### src/hdl/wwc_pkg.sv
package wwc_pkg;

  // fixed field widths
  localparam int THR_W      = 16;
  localparam int DIM_CFG_W  = 7;
  localparam int OUT_W      = 15;
  localparam int CFG_IDX_W  = 2;
  localparam int CFG_DATA_W = 16;

  // parameter defaults
  localparam int MAX_DIM_DEF    = 64;
  localparam int VALUE_BITS_DEF = 16;
  localparam int FRAC_BITS_DEF  = 8;
  localparam int QUEUE_DEPTH    = 2;

  // integer part of the empty-frame marker, negated on output
  localparam int SENTINEL_INT = 5;

  // register reset values
  localparam logic [THR_W-1:0]     LOW_THR_RST    = 16'd0;
  localparam logic [THR_W-1:0]     HIGH_THR_RST   = 16'd65535;
  localparam logic [DIM_CFG_W-1:0] FRAME_ROWS_RST = 7'd13;
  localparam logic [DIM_CFG_W-1:0] FRAME_COLS_RST = 7'd6;

  // register indexes
  localparam logic [CFG_IDX_W-1:0] REG_LOW_THR    = 2'd0;
  localparam logic [CFG_IDX_W-1:0] REG_HIGH_THR   = 2'd1;
  localparam logic [CFG_IDX_W-1:0] REG_FRAME_ROWS = 2'd2;
  localparam logic [CFG_IDX_W-1:0] REG_FRAME_COLS = 2'd3;

  typedef enum logic [1:0] {
    B_IDLE,
    B_DIV,
    B_DONE
  } back_state_t;

endpackage

### src/hdl/wwc_front.sv
module wwc_front import wwc_pkg::*; #(
  parameter int MAX_DIM    = MAX_DIM_DEF,
  parameter int VALUE_BITS = VALUE_BITS_DEF,
  localparam int CNT_W = $clog2(MAX_DIM),
  localparam int WS_W  = VALUE_BITS + 2 * CNT_W,
  localparam int SS_W  = WS_W + CNT_W,
  localparam int PK_W  = WS_W + 2 * SS_W
) (
  input  logic                  clk,
  input  logic                  rst,
  input  logic                  cfg_valid,
  input  logic [CFG_IDX_W-1:0]  cfg_index,
  input  logic [CFG_DATA_W-1:0] cfg_data,
  input  logic                  in_valid,
  output logic                  in_ready,
  input  logic [VALUE_BITS-1:0] in_value,
  input  logic                  full,
  output logic                  push,
  output logic [PK_W-1:0]       push_data
);

  localparam int E_W   = (DIM_CFG_W > CNT_W + 1) ? DIM_CFG_W : CNT_W + 1;
  localparam int CMP_W = (THR_W > VALUE_BITS) ? THR_W : VALUE_BITS;

  logic [THR_W-1:0]     low_thr;
  logic [THR_W-1:0]     high_thr;
  logic [DIM_CFG_W-1:0] frame_rows;
  logic [DIM_CFG_W-1:0] frame_cols;

  logic [CNT_W-1:0] row;
  logic [CNT_W-1:0] col;
  logic [WS_W-1:0]  weight_sum;
  logic [SS_W-1:0]  row_sum;
  logic [SS_W-1:0]  col_sum;

  logic [WS_W-1:0]       weight_sum_next;
  logic [SS_W-1:0]       row_sum_next;
  logic [SS_W-1:0]       col_sum_next;
  logic [E_W-1:0]        rows_eff;
  logic [E_W-1:0]        cols_eff;
  logic                  in_win;
  logic [VALUE_BITS-1:0] wv;
  logic [CNT_W+VALUE_BITS-1:0] row_prod;
  logic [CNT_W+VALUE_BITS-1:0] col_prod;
  logic                  last_col;
  logic                  last_row;
  logic                  accept;

  // out-of-range sizes clamp to 1..MAX_DIM
  always_comb begin
    rows_eff = E_W'(frame_rows);
    if (rows_eff == '0) begin
      rows_eff = E_W'(1);
    end else if (rows_eff > E_W'(MAX_DIM)) begin
      rows_eff = E_W'(MAX_DIM);
    end
    cols_eff = E_W'(frame_cols);
    if (cols_eff == '0) begin
      cols_eff = E_W'(1);
    end else if (cols_eff > E_W'(MAX_DIM)) begin
      cols_eff = E_W'(MAX_DIM);
    end
  end

  assign in_ready = !full;
  assign accept   = in_valid && in_ready;

  assign in_win = (CMP_W'(low_thr) <= CMP_W'(in_value)) &&
                  (CMP_W'(in_value) <= CMP_W'(high_thr));
  assign wv       = in_win ? in_value : '0;
  assign row_prod = row * wv;
  assign col_prod = col * wv;

  assign weight_sum_next = weight_sum + WS_W'(wv);
  assign row_sum_next    = row_sum + SS_W'(row_prod);
  assign col_sum_next    = col_sum + SS_W'(col_prod);

  assign last_col = (E_W'(col) + E_W'(1)) >= cols_eff;
  assign last_row = (E_W'(row) + E_W'(1)) >= rows_eff;

  assign push      = accept && last_col && last_row;
  assign push_data = {col_sum_next, row_sum_next, weight_sum_next};

  always_ff @(posedge clk) begin
    if (rst) begin
      low_thr    <= LOW_THR_RST;
      high_thr   <= HIGH_THR_RST;
      frame_rows <= FRAME_ROWS_RST;
      frame_cols <= FRAME_COLS_RST;
    end else if (cfg_valid) begin
      unique case (cfg_index)
        REG_LOW_THR:    low_thr    <= cfg_data[THR_W-1:0];
        REG_HIGH_THR:   high_thr   <= cfg_data[THR_W-1:0];
        REG_FRAME_ROWS: frame_rows <= cfg_data[DIM_CFG_W-1:0];
        REG_FRAME_COLS: frame_cols <= cfg_data[DIM_CFG_W-1:0];
        default: ;
      endcase
    end
  end

  always_ff @(posedge clk) begin
    if (rst) begin
      row        <= '0;
      col        <= '0;
      weight_sum <= '0;
      row_sum    <= '0;
      col_sum    <= '0;
    end else if (accept) begin
      if (push) begin
        row        <= '0;
        col        <= '0;
        weight_sum <= '0;
        row_sum    <= '0;
        col_sum    <= '0;
      end else begin
        weight_sum <= weight_sum_next;
        row_sum    <= row_sum_next;
        col_sum    <= col_sum_next;
        if (last_col) begin
          col <= '0;
          row <= row + CNT_W'(1);
        end else begin
          col <= col + CNT_W'(1);
        end
      end
    end
  end

endmodule

### src/hdl/wwc_fifo.sv
module wwc_fifo import wwc_pkg::*; #(
  parameter int WIDTH = 8,
  parameter int DEPTH = QUEUE_DEPTH
) (
  input  logic             clk,
  input  logic             rst,
  input  logic             push,
  input  logic [WIDTH-1:0] push_data,
  output logic             full,
  input  logic             pop,
  output logic             empty,
  output logic [WIDTH-1:0] pop_data
);

  localparam int AW = (DEPTH > 1) ? $clog2(DEPTH) : 1;
  localparam int CW = $clog2(DEPTH + 1);

  logic [WIDTH-1:0] mem [DEPTH];
  logic [AW-1:0]    wr_ptr;
  logic [AW-1:0]    rd_ptr;
  logic [CW-1:0]    count;

  assign full     = count == CW'(DEPTH);
  assign empty    = count == '0;
  assign pop_data = mem[rd_ptr];

  always_ff @(posedge clk) begin
    if (push) begin
      mem[wr_ptr] <= push_data;
    end
  end

  always_ff @(posedge clk) begin
    if (rst) begin
      wr_ptr <= '0;
      rd_ptr <= '0;
      count  <= '0;
    end else begin
      if (push) begin
        wr_ptr <= (wr_ptr == AW'(DEPTH - 1)) ? '0 : wr_ptr + AW'(1);
      end
      if (pop) begin
        rd_ptr <= (rd_ptr == AW'(DEPTH - 1)) ? '0 : rd_ptr + AW'(1);
      end
      if (push && !pop) begin
        count <= count + CW'(1);
      end else if (pop && !push) begin
        count <= count - CW'(1);
      end
    end
  end

endmodule

### src/hdl/wwc_back.sv
module wwc_back import wwc_pkg::*; #(
  parameter int MAX_DIM    = MAX_DIM_DEF,
  parameter int VALUE_BITS = VALUE_BITS_DEF,
  parameter int FRAC_BITS  = FRAC_BITS_DEF,
  localparam int CNT_W = $clog2(MAX_DIM),
  localparam int WS_W  = VALUE_BITS + 2 * CNT_W,
  localparam int SS_W  = WS_W + CNT_W,
  localparam int PK_W  = WS_W + 2 * SS_W
) (
  input  logic             clk,
  input  logic             rst,
  input  logic             empty,
  input  logic [PK_W-1:0]  pop_data,
  output logic             pop,
  output logic             out_valid,
  input  logic             out_ready,
  output logic [OUT_W-1:0] out_row,
  output logic [OUT_W-1:0] out_col,
  output logic             out_empty
);

  // quotient bits: integer part below MAX_DIM plus fraction
  localparam int Q_W  = CNT_W + FRAC_BITS;
  localparam int QX_W = (Q_W > OUT_W) ? Q_W : OUT_W;
  localparam int N_W  = SS_W + FRAC_BITS;
  localparam int SC_W = $clog2(Q_W + 1);
  localparam logic [OUT_W-1:0] SENTINEL = OUT_W'(-(SENTINEL_INT * (2 ** FRAC_BITS)));

  back_state_t state;
  back_state_t state_next;

  logic [WS_W-1:0] den;
  logic [WS_W-1:0] row_rem;
  logic [WS_W-1:0] col_rem;
  logic [Q_W-1:0]  row_lo;
  logic [Q_W-1:0]  col_lo;
  logic [QX_W-1:0] row_q;
  logic [QX_W-1:0] col_q;
  logic [SC_W-1:0] steps;

  logic [WS_W-1:0] in_w;
  logic [N_W-1:0]  row_num;
  logic [N_W-1:0]  col_num;
  logic [WS_W:0]   row_trial;
  logic [WS_W:0]   col_trial;
  logic            row_ge;
  logic            col_ge;
  logic            out_free;
  logic            load_div;
  logic            load_empty;
  logic            load_done;
  logic            do_step;

  assign in_w    = pop_data[WS_W-1:0];
  assign row_num = N_W'(pop_data[WS_W+SS_W-1:WS_W]) << FRAC_BITS;
  assign col_num = N_W'(pop_data[PK_W-1:WS_W+SS_W]) << FRAC_BITS;

  assign out_free = !out_valid || out_ready;

  // restoring step, one quotient bit per cycle for both coordinates
  assign row_trial = {row_rem, row_lo[Q_W-1]};
  assign col_trial = {col_rem, col_lo[Q_W-1]};
  assign row_ge    = row_trial >= {1'b0, den};
  assign col_ge    = col_trial >= {1'b0, den};

  always_comb begin
    state_next = state;
    pop        = 1'b0;
    load_div   = 1'b0;
    load_empty = 1'b0;
    load_done  = 1'b0;
    do_step    = 1'b0;
    unique case (state)
      B_IDLE: begin
        if (!empty) begin
          if (in_w != '0) begin
            pop        = 1'b1;
            load_div   = 1'b1;
            state_next = B_DIV;
          end else if (out_free) begin
            pop        = 1'b1;
            load_empty = 1'b1;
          end
        end
      end
      B_DIV: begin
        do_step = 1'b1;
        if (steps == SC_W'(1)) begin
          state_next = B_DONE;
        end
      end
      B_DONE: begin
        if (out_free) begin
          load_done  = 1'b1;
          state_next = B_IDLE;
        end
      end
      default: state_next = B_IDLE;
    endcase
  end

  always_ff @(posedge clk) begin
    if (rst) begin
      state <= B_IDLE;
    end else begin
      state <= state_next;
    end
  end

  always_ff @(posedge clk) begin
    if (load_div) begin
      den     <= in_w;
      row_rem <= row_num[N_W-1:Q_W];
      col_rem <= col_num[N_W-1:Q_W];
      row_lo  <= row_num[Q_W-1:0];
      col_lo  <= col_num[Q_W-1:0];
      row_q   <= '0;
      col_q   <= '0;
      steps   <= SC_W'(Q_W);
    end else if (do_step) begin
      row_rem <= row_ge ? WS_W'(row_trial - {1'b0, den}) : row_trial[WS_W-1:0];
      col_rem <= col_ge ? WS_W'(col_trial - {1'b0, den}) : col_trial[WS_W-1:0];
      row_lo  <= row_lo << 1;
      col_lo  <= col_lo << 1;
      row_q   <= {row_q[QX_W-2:0], row_ge};
      col_q   <= {col_q[QX_W-2:0], col_ge};
      steps   <= steps - SC_W'(1);
    end
  end

  always_ff @(posedge clk) begin
    if (load_empty) begin
      out_row   <= SENTINEL;
      out_col   <= SENTINEL;
      out_empty <= 1'b1;
    end else if (load_done) begin
      out_row   <= row_q[OUT_W-1:0];
      out_col   <= col_q[OUT_W-1:0];
      out_empty <= 1'b0;
    end
  end

  always_ff @(posedge clk) begin
    if (rst) begin
      out_valid <= 1'b0;
    end else if (load_empty || load_done) begin
      out_valid <= 1'b1;
    end else if (out_ready) begin
      out_valid <= 1'b0;
    end
  end

endmodule

### src/hdl/windowed_weighted_centroid_top.sv
// channel | direction | beat contents
// --------+-----------+----------------------------------------------------------
// s_*     | in        | one texel value, row-major order
// m_*     | out       | one centroid per frame: row and column in q.8, empty flag
// cfg_*   | in        | register index and write data
//
// the front end takes one texel every cycle while the queue is not full and keeps the running sums
// each finished frame drops its sums into a two-entry queue
// the back end divides each frame, one at a time, with
// one restoring step unit that yields a quotient bit per cycle for both coordinates
// s_tready falls only while the queue is full; a pending result blocks the front only once the queue fills
// synchronous reset clears counters, sums, queue and output valid; no memory clearing pass
module windowed_weighted_centroid_top import wwc_pkg::*; #(
  parameter int MAX_DIM    = MAX_DIM_DEF,
  parameter int VALUE_BITS = VALUE_BITS_DEF,
  parameter int FRAC_BITS  = FRAC_BITS_DEF,
  localparam int S_W = ((VALUE_BITS + 7) / 8) * 8,
  localparam int M_W = ((2 * OUT_W + 7) / 8) * 8
) (
  input  logic                  clk,
  input  logic                  rst,
  // texel stream
  input  logic                  s_tvalid,
  output logic                  s_tready,
  input  logic [S_W-1:0]        s_tdata,    // texel_value
  // centroid stream
  output logic                  m_tvalid,
  input  logic                  m_tready,
  output logic [M_W-1:0]        m_tdata,    // centroid_row, centroid_col
  output logic                  m_tuser,    // frame_empty
  // register writes
  input  logic                  cfg_valid,
  output logic                  cfg_ready,
  input  logic [CFG_IDX_W-1:0]  cfg_index,
  input  logic [CFG_DATA_W-1:0] cfg_data
);

  localparam int CNT_W = $clog2(MAX_DIM);
  localparam int WS_W  = VALUE_BITS + 2 * CNT_W;
  localparam int SS_W  = WS_W + CNT_W;
  localparam int PK_W  = WS_W + 2 * SS_W;

  logic             push;
  logic [PK_W-1:0]  push_data;
  logic             full;
  logic             pop;
  logic             empty;
  logic [PK_W-1:0]  pop_data;
  logic [OUT_W-1:0] out_row;
  logic [OUT_W-1:0] out_col;

  // registers accept a write every cycle
  assign cfg_ready = 1'b1;

  wwc_front #(
    .MAX_DIM    (MAX_DIM),
    .VALUE_BITS (VALUE_BITS)
  ) u_front (
    .clk       (clk),
    .rst       (rst),
    .cfg_valid (cfg_valid),
    .cfg_index (cfg_index),
    .cfg_data  (cfg_data),
    .in_valid  (s_tvalid),
    .in_ready  (s_tready),
    .in_value  (s_tdata[VALUE_BITS-1:0]),
    .full      (full),
    .push      (push),
    .push_data (push_data)
  );

  // frame sums waiting for the divider
  wwc_fifo #(
    .WIDTH (PK_W),
    .DEPTH (QUEUE_DEPTH)
  ) u_fifo (
    .clk       (clk),
    .rst       (rst),
    .push      (push),
    .push_data (push_data),
    .full      (full),
    .pop       (pop),
    .empty     (empty),
    .pop_data  (pop_data)
  );

  wwc_back #(
    .MAX_DIM    (MAX_DIM),
    .VALUE_BITS (VALUE_BITS),
    .FRAC_BITS  (FRAC_BITS)
  ) u_back (
    .clk       (clk),
    .rst       (rst),
    .empty     (empty),
    .pop_data  (pop_data),
    .pop       (pop),
    .out_valid (m_tvalid),
    .out_ready (m_tready),
    .out_row   (out_row),
    .out_col   (out_col),
    .out_empty (m_tuser)
  );

  // row in the low bits, column above, zero pad to whole bytes
  assign m_tdata = M_W'({out_col, out_row});

endmodule

### config.mk
export PLATFORM = sky130hd
export DESIGN_NAME = windowed_weighted_centroid_top
export DESIGN_NICKNAME = d
export VERILOG_FILES = /design/src/hdl/wwc_pkg.sv /design/src/hdl/wwc_front.sv /design/src/hdl/wwc_fifo.sv /design/src/hdl/wwc_back.sv /design/src/hdl/windowed_weighted_centroid_top.sv
export SDC_FILE = /design/constraint.sdc
export NUM_CORES = 1
export LEC_CHECK = 0
export ABC_AREA = 1
export BUFFER_PORTS_ARGS = -buffer_cell sky130_fd_sc_hd__buf_2
export CAP_MARGIN = 40
export CORE_MARGIN = 2
export CORE_UTILIZATION = 44
export DETAILED_ROUTE_END_ITERATION = 10
export PLACE_DENSITY = 0.65
export SYNTH_ARGS = -nofsm -noshare
export SYNTH_HDL_FRONTEND = slang
export SYNTH_SLANG_ARGS = --single-unit
### constraint.sdc
create_clock -name clk -period 8 [get_ports clk]
set_clock_uncertainty 0.1 [all_clocks]
set_input_delay 0.8 -clock clk [delete_from_list [all_inputs] [get_ports clk]]
set_output_delay 0.8 -clock clk [all_outputs]
set_load 0.005 [all_outputs]
==> summary.md, run 1 <==
- sky130_fd_sc_hd__edfxtp_1 — cell taking the most area after synthesis
- 0 — drt drc
- 515 — number of clock sinks
- 71 — input/output buffers
- 0 — YS warnings
- 288 — number of synthesized flops with an enable pin
- 28 — Worst R2R Path Depth
- u_fifo.mem[0][52]$_DFFE_PP_ — end of the worst register-to-register path
- 0.8754 ns — slew at the pin with the worst max-slew slack
- input pin to flip-flop — Worst Path Class, Setup
- 104 — number of core rows
- 2 — number of H-tree levels
- 39010 sq um — summed area of non-filler cells in the final layout
- 0.64 ns — Skew-Pair Late Insertion Delay
- 44.30% — Initial Util
- input pin — nature of the critical path startpoint
- 41.64% — Rel. slew slack
- cfg_data[10] — worst min-delay path startpoint
- 515 — flop and latch count out of synthesis
- 0.01506 W — total power of the final layout
- 0 — number of nets still failing antenna checks after routing
- 7 — detailed-routing iteration count for the pre-antenna-repair pass
- 37.09% — share of synthesized area occupied by flip-flops and latches
- 40 — number of library cell types mapped by synthesis
- 0 — number of hold violations in the final report
- 29550 — number of vias after detailed routing
- 386.0 nW/um^2 — power per unit of standard cell area
- 36 — highest fanout seen on the critical path
- u_front.high_thr[15]$_SDFFE_PP1P_ — launching point of the worst reg2reg path
- u_front.high_thr[10]$_SDFFE_PP1P_ — end point of the most critical hold path
- 1.49 ns — reg2reg setup slack
- 0.9394 — weighted congestion at the end of routability-driven global placement
- 83130 sq um — floorplan die area
- 6.81 ns — Worst Path Arrival
- 152.6 MHz — Fmax achieved
- 0.2393 mV — worst voltage drop across the vdd grid
- 6.555 ns — time the final worst path needs with I/O delays and setup
- 0% — asr flop ratio synth
- 152700 um — first-pass GRT wire length
- sky130_fd_sc_hd__edfxtp_1, sky130_fd_sc_hd__nand2_1, sky130_fd_sc_hd__dfxtp_1, sky130_fd_sc_hd__fa_1, sky130_fd_sc_hd__inv_1 — dominant cells by area after synthesis
- 57 — TritonCTS Buffers
- 3 — cell count of the worst hold path
- 0 — overall overflow remaining after global route
- yes — CTS tree
- 19.16 nW — leakage power
- 80290 sq um — Placeable Area
- sky130_fd_sc_hd__fa_1 — CP max stage cell
- 95970 um — total routed wirelength
- 5.036 — via density per instance
- 5152 — Post-layout nets
- 24.31% — fraction of synthesized cell area taken by the top area cell type
- 4732 — number of standard cells after synthesis
- 81.93% — final period utilization
- 0 — Final Slew Violations
- sky130_fd_sc_hd__nand2_1 — most frequent standard cell in the layout excluding fill and tap cells
- 27650 — vias in the first global route
- 9.673% — area growth from synthesis to layout
- 7864 — # fillers
- 288.3 um — Die Width
- 1 — number of antenna violations at the first check in global routing
- input pin to flip-flop — Hold WC Path Type
- false — setup repair after global routing missed its margin
- 8.26 ns — Worst EP required
- 75 — pin count of the biggest net entering global routing
- 0 ns — setup TNS
- 0.55 ns — stage delay of the slowest cell on the critical path
- 0 — number of gates resized after cts
- sky130_fd_sc_hd__nand2_1, sky130_fd_sc_hd__inv_1, sky130_fd_sc_hd__nor2_1 — commonest non-fill, non-tap cells in the layout
- 0 — post-CTS setup buffer count
- 0 — Final setup violation count
- 7.517 sq um — mean post-synth cell area
- 2335 — violation count after the first detailed-routing iteration
- 75 — I/O pin count
- 16.36 um — final routed wire length divided by cell count
- sky130_fd_sc_hd__clkbuf_16 — root buf cell
- 0.06 ns — clk slew on worst S/H paths
- 0.8472 ns — placement-stage worst setup slack
- 1.445 ns — final worst-path setup slack
- flip-flop — type of element capturing the critical path
- sky130_fd_sc_hd__nand2_1 — most common cell type on the critical path
- 0 — number of maximum-capacitance constraint violations
- 73920 um — hpwl dp
- 35570 sq um — summed instance area of the synthesized netlist
- 4.619% — share of post-route cells with drive strength above 1
- 23.19% — total global routing track utilization
- 288.3 um — die outline height
- finished clean — outcome
- sky130_fd_sc_hd__edfxtp_1 — primary flip-flop cell chosen by synthesis mapping
- 0 — cts-stage hold buffer count
- 3 — Max Buffers Root-to-Sink
- 37050 sq um — total placed instance area
## layer usage
layer | share of wire (%) | GRT usage, % | up-vias
met5 | 0.021 | 0 | -
met4 | 2.3 | 5.674 | 2
met3 | 5.1 | 2.306 | 107
met2 | 44 | 36.61 | 759
met1 | 48 | 34.15 | 13690
li1 | - | - | 15000
## critical path, delay by kind of cell
family | cells | cell delay, ns
simple gates | 15 | 2.02
compound gates | 3 | 0.45
fa+ha+maj | 6 | 2.63
buf+inv | 7 | 0.88
## per-stage QoR
step	hold slack [ns]	util [%]	std cells
detailed placement	0.3360	46.14	5758
floorplan	0.3331	-	4733
finish	0.3327	48.59	5867
global placement	0.3330	45.96	5751
CTS	0.3026	48.59	5866
global route	0.3194	48.59	5866
## power breakdown
part           switching [W]  internal, W  total [W]
registers           0.000348      0.00382    0.00417
logic                0.00550      0.00266    0.00816
clock network        0.00114      0.00159    0.00273
## logic make-up after synthesis
family          count (synthesis)  synth area share (%)
simple gates                 2397                 27.87
buf+inv                       936                 10.23
flops                         515                 37.09
compound gates                427                 6.497
fa+ha+maj                     356                 15.79
xor+xnor                       79                 1.945
mux                            20                0.5628
other cells                     2               0.02111
## cells in the mapped netlist, types with 4 or more instances
| master | count |
|---|---|
| sky130_fd_sc_hd__a211oi_1 | 9 |
| sky130_fd_sc_hd__a21oi_1 | 222 |
| sky130_fd_sc_hd__and2_1 | 42 |
| sky130_fd_sc_hd__buf_1 | 6 |
| sky130_fd_sc_hd__buf_2 | 33 |
| sky130_fd_sc_hd__buf_4 | 4 |
| sky130_fd_sc_hd__buf_6 | 9 |
| sky130_fd_sc_hd__clkbuf_1 | 92 |
| sky130_fd_sc_hd__clkinv_1 | 4 |
| sky130_fd_sc_hd__dfxtp_1 | 227 |
| sky130_fd_sc_hd__edfxtp_1 | 288 |
| sky130_fd_sc_hd__fa_1 | 155 |
| sky130_fd_sc_hd__ha_1 | 201 |
| sky130_fd_sc_hd__inv_1 | 786 |
| sky130_fd_sc_hd__mux2i_1 | 20 |
| sky130_fd_sc_hd__nand2_1 | 1459 |
| sky130_fd_sc_hd__nand3_1 | 251 |
| sky130_fd_sc_hd__nand3b_1 | 59 |
| sky130_fd_sc_hd__nand4_1 | 65 |
| sky130_fd_sc_hd__nor2_1 | 452 |
| sky130_fd_sc_hd__nor3_1 | 49 |
| sky130_fd_sc_hd__nor4_1 | 6 |
| sky130_fd_sc_hd__o211ai_1 | 30 |
| sky130_fd_sc_hd__o21ai_0 | 116 |
| sky130_fd_sc_hd__o21ai_1 | 8 |
| sky130_fd_sc_hd__o21bai_1 | 6 |
| sky130_fd_sc_hd__o22ai_1 | 29 |
| sky130_fd_sc_hd__or2_2 | 9 |
| sky130_fd_sc_hd__xnor2_1 | 29 |
| sky130_fd_sc_hd__xor2_1 | 50 |
## registers in the layout (all words and copies together), names as in the netlist, 15 cells and up, named ones only
name and flops:
u_back.out_col 15, u_front.low_thr 16, u_back.col_q 15, u_back.out_row 15, u_front.weight_sum 28, u_front.high_thr 16, u_front.col_sum 34, u_back.row_rem 28
u_fifo.mem 192, u_back.col_rem 28, u_front.row_sum 34, u_back.row_q 15, u_back.den 28
## final cells by class
cell class / count / area (sq um) / share of cell area (%)
tap: 1060 / 1326 / 3.400
antenna: 1 / 2.502 / 0.006415
inverter: 792 / 2974 / 7.624
sequential: 515 / 13200 / 33.83
clock buffer: 79 / 1575 / 4.038
timing repair buffer: 109 / 760.7 / 1.950
multi-input combinational: 3282 / 18790 / 48.17
clock inverter: 29 / 385.4 / 0.9878
## worst max path at each step
stage / startpoint / end / slack [ns]
after floorplan: u_front.col[2]$_SDFFE_PP0P_ / u_fifo.mem[1][0]$_DFFE_PP_ / 1.51
after global placement: s_tdata[15] / u_fifo.mem[0][52]$_DFFE_PP_ / 0.82
after detailed placement: s_tdata[15] / u_front.row_sum[16]$_SDFFE_PP0P_ / 0.85
after CTS: u_front.high_thr[15]$_SDFFE_PP1P_ / u_fifo.mem[0][52]$_DFFE_PP_ / 1.47
after global routing: u_front.high_thr[15]$_SDFFE_PP1P_ / u_front.row_sum[13]$_SDFFE_PP0P_ / 0.89
final: s_tdata[1] / u_fifo.mem[0][52]$_DFFE_PP_ / 1.45
Power figures use the tool's default switching activity.
==> run 2, diff against run 1 <==
==> constraint.sdc (replaced) <==
create_clock -name clk -period 6.3 [get_ports clk]
set_clock_uncertainty 0.1 [all_clocks]
set_input_delay 0.63 -clock clk [delete_from_list [all_inputs] [get_ports clk]]
set_output_delay 0.63 -clock clk [all_outputs]
set_load 0.005 [all_outputs]
==> summary.md, run 2 (same netlist as run 1, synthesis figures left out) <==
- finished clean — outcome
- false — setup repair after global routing missed its margin
- 71 — pin count of the biggest net entering global routing
- 288.3 um — die outline height
- 0 — number of hold violations in the final report
- 80290 sq um — Placeable Area
- 23.49% — total global routing track utilization
- 288.3 um — Die Width
- 2 — number of H-tree levels
- 71 — input/output buffers
- 0 — number of nets still failing antenna checks after routing
- 5.007 — via density per instance
- 0 — Final setup violation count
- 0.9418 — weighted congestion at the end of routability-driven global placement
- flip-flop — nature of the critical path startpoint
- flip-flop to flip-flop — Worst Path Class, Setup
- 0 — Final Slew Violations
- 19.84 nW — leakage power
- 5887 — number of placed instances, taps included
- flip-flop — type of element capturing the critical path
- 42.25% — Rel. slew slack
- 6.59 ns — Worst EP required
- 6.23 ns — Worst Path Arrival
- 5.942 ns — time the final worst path needs with I/O delays and setup
- 0 — # diodes
- 16.12 um — final routed wire length divided by cell count
- 16 — highest fanout seen on the critical path
- 0 — number of maximum-capacitance constraint violations
- 515 — number of clock sinks
- 496.7 nW/um^2 — power per unit of standard cell area
- 0.64 ns — Skew-Pair Late Insertion Delay
- input pin to flip-flop — Hold WC Path Type
- 0.2241 mV — worst voltage drop across the vdd grid
- 94.32% — final period utilization
- u_fifo.mem: 192 flops, u_front.col_sum: 34 flops, u_front.row_sum: 34 flops — Top Registers
- 0 — cts-stage hold buffer count
- 155000 um — first-pass GRT wire length
- 7758 — # fillers
- 0 — overall overflow remaining after global route
- 104 — number of core rows
- 0.06 ns — clk slew on worst S/H paths
- 0.8663 ns — slew at the pin with the worst max-slew slack
- 96630 um — total routed wirelength
- 28330 — vias in the first global route
- 50.03% — share of the core filled with cells
- 192 — Largest register FFs
- 3 — Max Buffers Root-to-Sink
- sky130_fd_sc_hd__clkbuf_16 — root buf cell
- 0 — number of antenna violations at the first check in global routing
- 44.30% — Initial Util
- sky130_fd_sc_hd__nand2_1, sky130_fd_sc_hd__inv_1, sky130_fd_sc_hd__nor2_1 — commonest non-fill, non-tap cells in the layout
- sky130_fd_sc_hd__nand2_1 — most frequent standard cell in the layout excluding fill and tap cells
- yes — CTS tree
- 2326 — violation count after the first detailed-routing iteration
- 0 — drt drc
- 12.93% — area growth from synthesis to layout
- 57 — TritonCTS Buffers
- 0.1579 ns — worst-case hold slack
- 30020 — number of vias after detailed routing
- 168.3 MHz — Fmax achieved
- 83130 sq um — floorplan die area
- 75450 um — hpwl dp
- 6 — detailed-routing iteration count for the pre-antenna-repair pass
- 7.660% — share of post-route cells with drive strength above 1
- 75 — I/O pin count
- u_fifo.mem — Most flops, register
- 5995 — count of non-filler cells in the finished layout
- 5282 — Post-layout nets
run 2: cell types whose count changed in the layout (fill, tap and decap cells not counted), moves of 5 or more:
| cell | before | now |
|---|---|---|
| sky130_fd_sc_hd__nor2_2 | 0 | 5 |
| sky130_fd_sc_hd__nor2_1 | 450 | 445 |
| sky130_fd_sc_hd__buf_4 | 30 | 152 |
| sky130_fd_sc_hd__buf_12 | 4 | 12 |
| sky130_fd_sc_hd__nand2_2 | 1 | 7 |
| sky130_fd_sc_hd__nand2_1 | 1457 | 1451 |
run 2: repair_timing:
| item | in CTS | in global routing |
|---|---|---|
| endpoints found under the setup margin | 0 | 74 |
| buffers inserted | 0 | 0 |
| gates resized for setup | 0 | 23 |
run 2: per-stage QoR:
step	setup WS, ns	area (sq um)	total power [W]	setup TNS [ns]
after detailed placement	-0.1264	38090	0.01643	-2.694
after floorplan	0.1011	35580	0.01263	0
after global routing	0.004260	40170	0.02169	0
after CTS	0.2961	40050	0.01995	0
final	0.3576	40170	0.01995	0
after global placement	-0.08794	38020	0.01624	-0.4064
run 2: path summary, 6_finish.rpt:
path	startpoint	end	slack (ns)	cells after the start
worst max register to register	u_front.high_thr[15]$_SDFFE_PP1P_	u_fifo.mem[0][90]$_DFFE_PP_	0.36	26
worst min register to register	u_back.out_empty$_SDFFE_PP1P_	u_back.out_empty$_SDFFE_PP1P_	0.35	2
worst max-delay path	u_front.high_thr[15]$_SDFFE_PP1P_	u_fifo.mem[0][90]$_DFFE_PP_	0.36	26
worst min-delay path	cfg_data[14]	u_front.high_thr[14]$_SDFFE_PP1P_	0.16	3
run 2: report_power, final:
group          switching [W]  internal [W]  total [W]
clock                0.00145       0.00201    0.00346
combinational        0.00726       0.00398     0.0112
sequential          0.000402       0.00486    0.00526
total                0.00911        0.0108     0.0200
run 2: layout make-up:
type | instances | area [sq um] | share of cell area [%]
Clock buffer | 78 | 1605 | 3.996
Sequential cell | 515 | 13200 | 32.85
Tap cell | 1060 | 1326 | 3.302
Multi-Input combinational cell | 3282 | 18880 | 47.01
Inverter | 792 | 2974 | 7.404
Timing Repair Buffer | 239 | 1826 | 4.545
Clock inverter | 29 | 359.1 | 0.8940
run 2: per-layer routing:
metal  GRT usage [%]  up-vias  part of all wire [%]
met2           37.30      688                    45
met1           34.26    13970                    48
met4           6.360        0                   2.7
li1                -    15250                     -
met3           2.172      113                   4.7
met5               0        -                     0
run 2: critical path, cell delays in order (launching register included):
cell and delay, ns:
sky130_fd_sc_hd__dfxtp_1 0.30, sky130_fd_sc_hd__inv_1 0.05, sky130_fd_sc_hd__ha_1 0.28, sky130_fd_sc_hd__nand2_1 0.09, sky130_fd_sc_hd__nor4_2 0.26, sky130_fd_sc_hd__buf_4 0.15
sky130_fd_sc_hd__nand3_1 0.07, sky130_fd_sc_hd__nand2_2 0.15, sky130_fd_sc_hd__buf_12 0.16, sky130_fd_sc_hd__nand3_1 0.15, sky130_fd_sc_hd__buf_4 0.21, sky130_fd_sc_hd__nor2_1 0.12
sky130_fd_sc_hd__fa_1 0.46, sky130_fd_sc_hd__fa_1 0.53, sky130_fd_sc_hd__fa_1 0.55, sky130_fd_sc_hd__inv_1 0.05, sky130_fd_sc_hd__fa_1 0.51, sky130_fd_sc_hd__inv_1 0.04
sky130_fd_sc_hd__ha_1 0.36, sky130_fd_sc_hd__nand2_1 0.15, sky130_fd_sc_hd__nor2_2 0.21, sky130_fd_sc_hd__nand2_1 0.12, sky130_fd_sc_hd__nor3_1 0.20, sky130_fd_sc_hd__nand2_1 0.13
sky130_fd_sc_hd__nand2_1 0.08, sky130_fd_sc_hd__nand2_1 0.06, sky130_fd_sc_hd__and2_1 0.17
==> run 3, diff against run 2 <==
--- a/config.mk
+++ b/config.mk
@@ -6,11 +6,11 @@
 export NUM_CORES = 1
 export LEC_CHECK = 0
 export ABC_AREA = 1
-export BUFFER_PORTS_ARGS = -buffer_cell sky130_fd_sc_hd__buf_2
 export CAP_MARGIN = 40
 export CORE_MARGIN = 2
 export CORE_UTILIZATION = 44
 export DETAILED_ROUTE_END_ITERATION = 10
+export DONT_BUFFER_PORTS = 1
 export PLACE_DENSITY = 0.65
 export SYNTH_ARGS = -nofsm -noshare
 export SYNTH_HDL_FRONTEND = slang
==> summary.md, run 3 (same netlist as run 1, synthesis figures left out) <==
- 515 — number of clock sinks
- 0 — Final Slew Violations
- 44.30% — Initial Util
- 0.9588 — weighted congestion at the end of routability-driven global placement
- 192 — Largest register FFs
- yes — CTS tree
- 20 — highest fanout seen on the critical path
- 0 — number of antenna violations at the first check in global routing
- 22.93% — total global routing track utilization
- 29290 — number of vias after detailed routing
- 0.55 ns — stage delay of the slowest cell on the critical path
- 95690 um — total routed wirelength
- 167.8 MHz — Fmax achieved
- adder cells — family of cells with the greatest summed delay on the critical path
- 2404 — violation count after the first detailed-routing iteration
- sky130_fd_sc_hd__nand2_1, sky130_fd_sc_hd__inv_1, sky130_fd_sc_hd__nor2_1 — commonest non-fill, non-tap cells in the layout
- 6.25 ns — Worst Path Arrival
- 2 — number of H-tree levels
- u_fifo.mem — Most flops, register
- 75 — I/O pin count
- 94.61% — final period utilization
- 83130 sq um — floorplan die area
- 0 — number of maximum-capacitance constraint violations
- 5.960 ns — time the final worst path needs with I/O delays and setup
- 3 — Max Buffers Root-to-Sink
- 55 — TritonCTS Buffers
- 0.64 ns — Skew-Pair Late Insertion Delay
- 6.59 ns — Worst EP required
- 72930 um — hpwl dp
- flip-flop — type of element capturing the critical path
- 6 — WP buf/inv
- 0 — input/output buffers
- 0 — number of hold violations in the final report
- 0 — overall overflow remaining after global route
- flip-flop to flip-flop — Worst Path Class, Setup
- 0.06 ns — clk slew on worst S/H paths
- 37020 sq um — total placed instance area
- 7712 — # fillers
- 0 — number of nets still failing antenna checks after routing
- u_fifo.mem: 192 flops, u_front.col_sum: 34 flops, u_front.row_sum: 34 flops — Top Registers
- 80290 sq um — Placeable Area
- 0.2700 mV — worst voltage drop across the vdd grid
- 19.06 nW — leakage power
- sky130_fd_sc_hd__fa_1 — CP max stage cell
- 498.6 nW/um^2 — power per unit of standard cell area
- false — setup repair after global routing missed its margin
- finished clean — outcome
- 39090 sq um — summed area of non-filler cells in the final layout
- 16.42 um — final routed wire length divided by cell count
- 47.28% — Rel. slew slack
- input pin to flip-flop — Hold WC Path Type
- 68 — pin count of the biggest net entering global routing
- sky130_fd_sc_hd__nand2_1 — most frequent standard cell in the layout excluding fill and tap cells
- 4.090% — share of post-route cells with drive strength above 1
- 0.02775 ns — worst-case hold slack
- 5116 — Post-layout nets
- 0 — Final setup violation count
- 288.3 um — Die Width
- 9.884% — area growth from synthesis to layout
- 104 — number of core rows
- 150500 um — first-pass GRT wire length
- 5 — detailed-routing iteration count for the pre-antenna-repair pass
- 0 — # diodes
- sky130_fd_sc_hd__nand2_1 — most common cell type on the critical path
- flip-flop — nature of the critical path startpoint
- sky130_fd_sc_hd__clkbuf_16 — root buf cell
- 5.026 — via density per instance
- 288.3 um — die outline height
- 0 — drt drc
- 0.7889 ns — slew at the pin with the worst max-slew slack
- 48.68% — share of the core filled with cells
- 27420 — vias in the first global route
==> run 3: layer usage <==
| metal | wire [um] | vias to the layer above | global-route usage, % |
|---|---|---|---|
| li1 | - | 14910 | - |
| met1 | 44990 | 13520 | 33.25 |
| met2 | 42190 | 746 | 36.01 |
| met3 | 5900 | 114 | 2.907 |
| met4 | 2613 | 0 | 6.308 |
| met5 | 0 | - | 0 |
==> run 3: layout make-up <==
| class | instances | area (sq um) | share of cell area (%) |
|---|---|---|---|
| Clock buffer | 71 | 1496 | 3.829 |
| Sequential cell | 515 | 13200 | 33.76 |
| Timing Repair Buffer | 75 | 800.8 | 2.049 |
| Inverter | 792 | 2974 | 7.609 |
| Multi-Input combinational cell | 3282 | 18830 | 48.18 |
| Tap cell | 1060 | 1326 | 3.393 |
| Clock inverter | 33 | 459.2 | 1.175 |
==> run 3: worst paths after layout <==
check	startpoint	to	slack, ns	cells past startpoint
worst min register to register	u_front.row_sum[14]$_SDFFE_PP0P_	u_front.row_sum[14]$_SDFFE_PP0P_	0.37	2
worst min-delay path	cfg_data[2]	u_front.frame_cols[2]$_SDFFE_PP1P_	0.03	2
worst max register to register	u_front.high_thr[15]$_SDFFE_PP1P_	u_fifo.mem[1][95]$_DFFE_PP_	0.34	27
worst max-delay path	u_front.high_thr[15]$_SDFFE_PP1P_	u_fifo.mem[1][95]$_DFFE_PP_	0.34	27
==> run 3: per-stage QoR <==
stage / instances / setup slack, ns / total power, W / TNS, ns
2_1_floorplan: 4733 / 0.1011 / 0.01263 / 0
3_3_place_gp: 5715 / 0.003558 / 0.01569 / 0
3_5_place_dp: 5721 / -0.01746 / 0.01589 / -0.01746
4_1_cts: 5827 / 0.2032 / 0.01946 / 0
5_1_grt: 5828 / 0.003185 / 0.02110 / 0
6_report: 5828 / 0.3398 / 0.01949 / 0
==> run 3: timing repair <==
action                     CTS  global route
gates resized for setup      0            10
hold buffers                 2             0
hold endpoints to repair    66             0
setup endpoints to repair    0            63
buffers inserted             0             0
==> run 3: power breakdown <==
part,leakage (nW),switching [W],total [W],internal [W]
Clock,0.934,0.00146,0.00348,0.00203
Combinational,13.6,0.00713,0.0107,0.00358
Sequential,4.56,0.000438,0.00529,0.00485
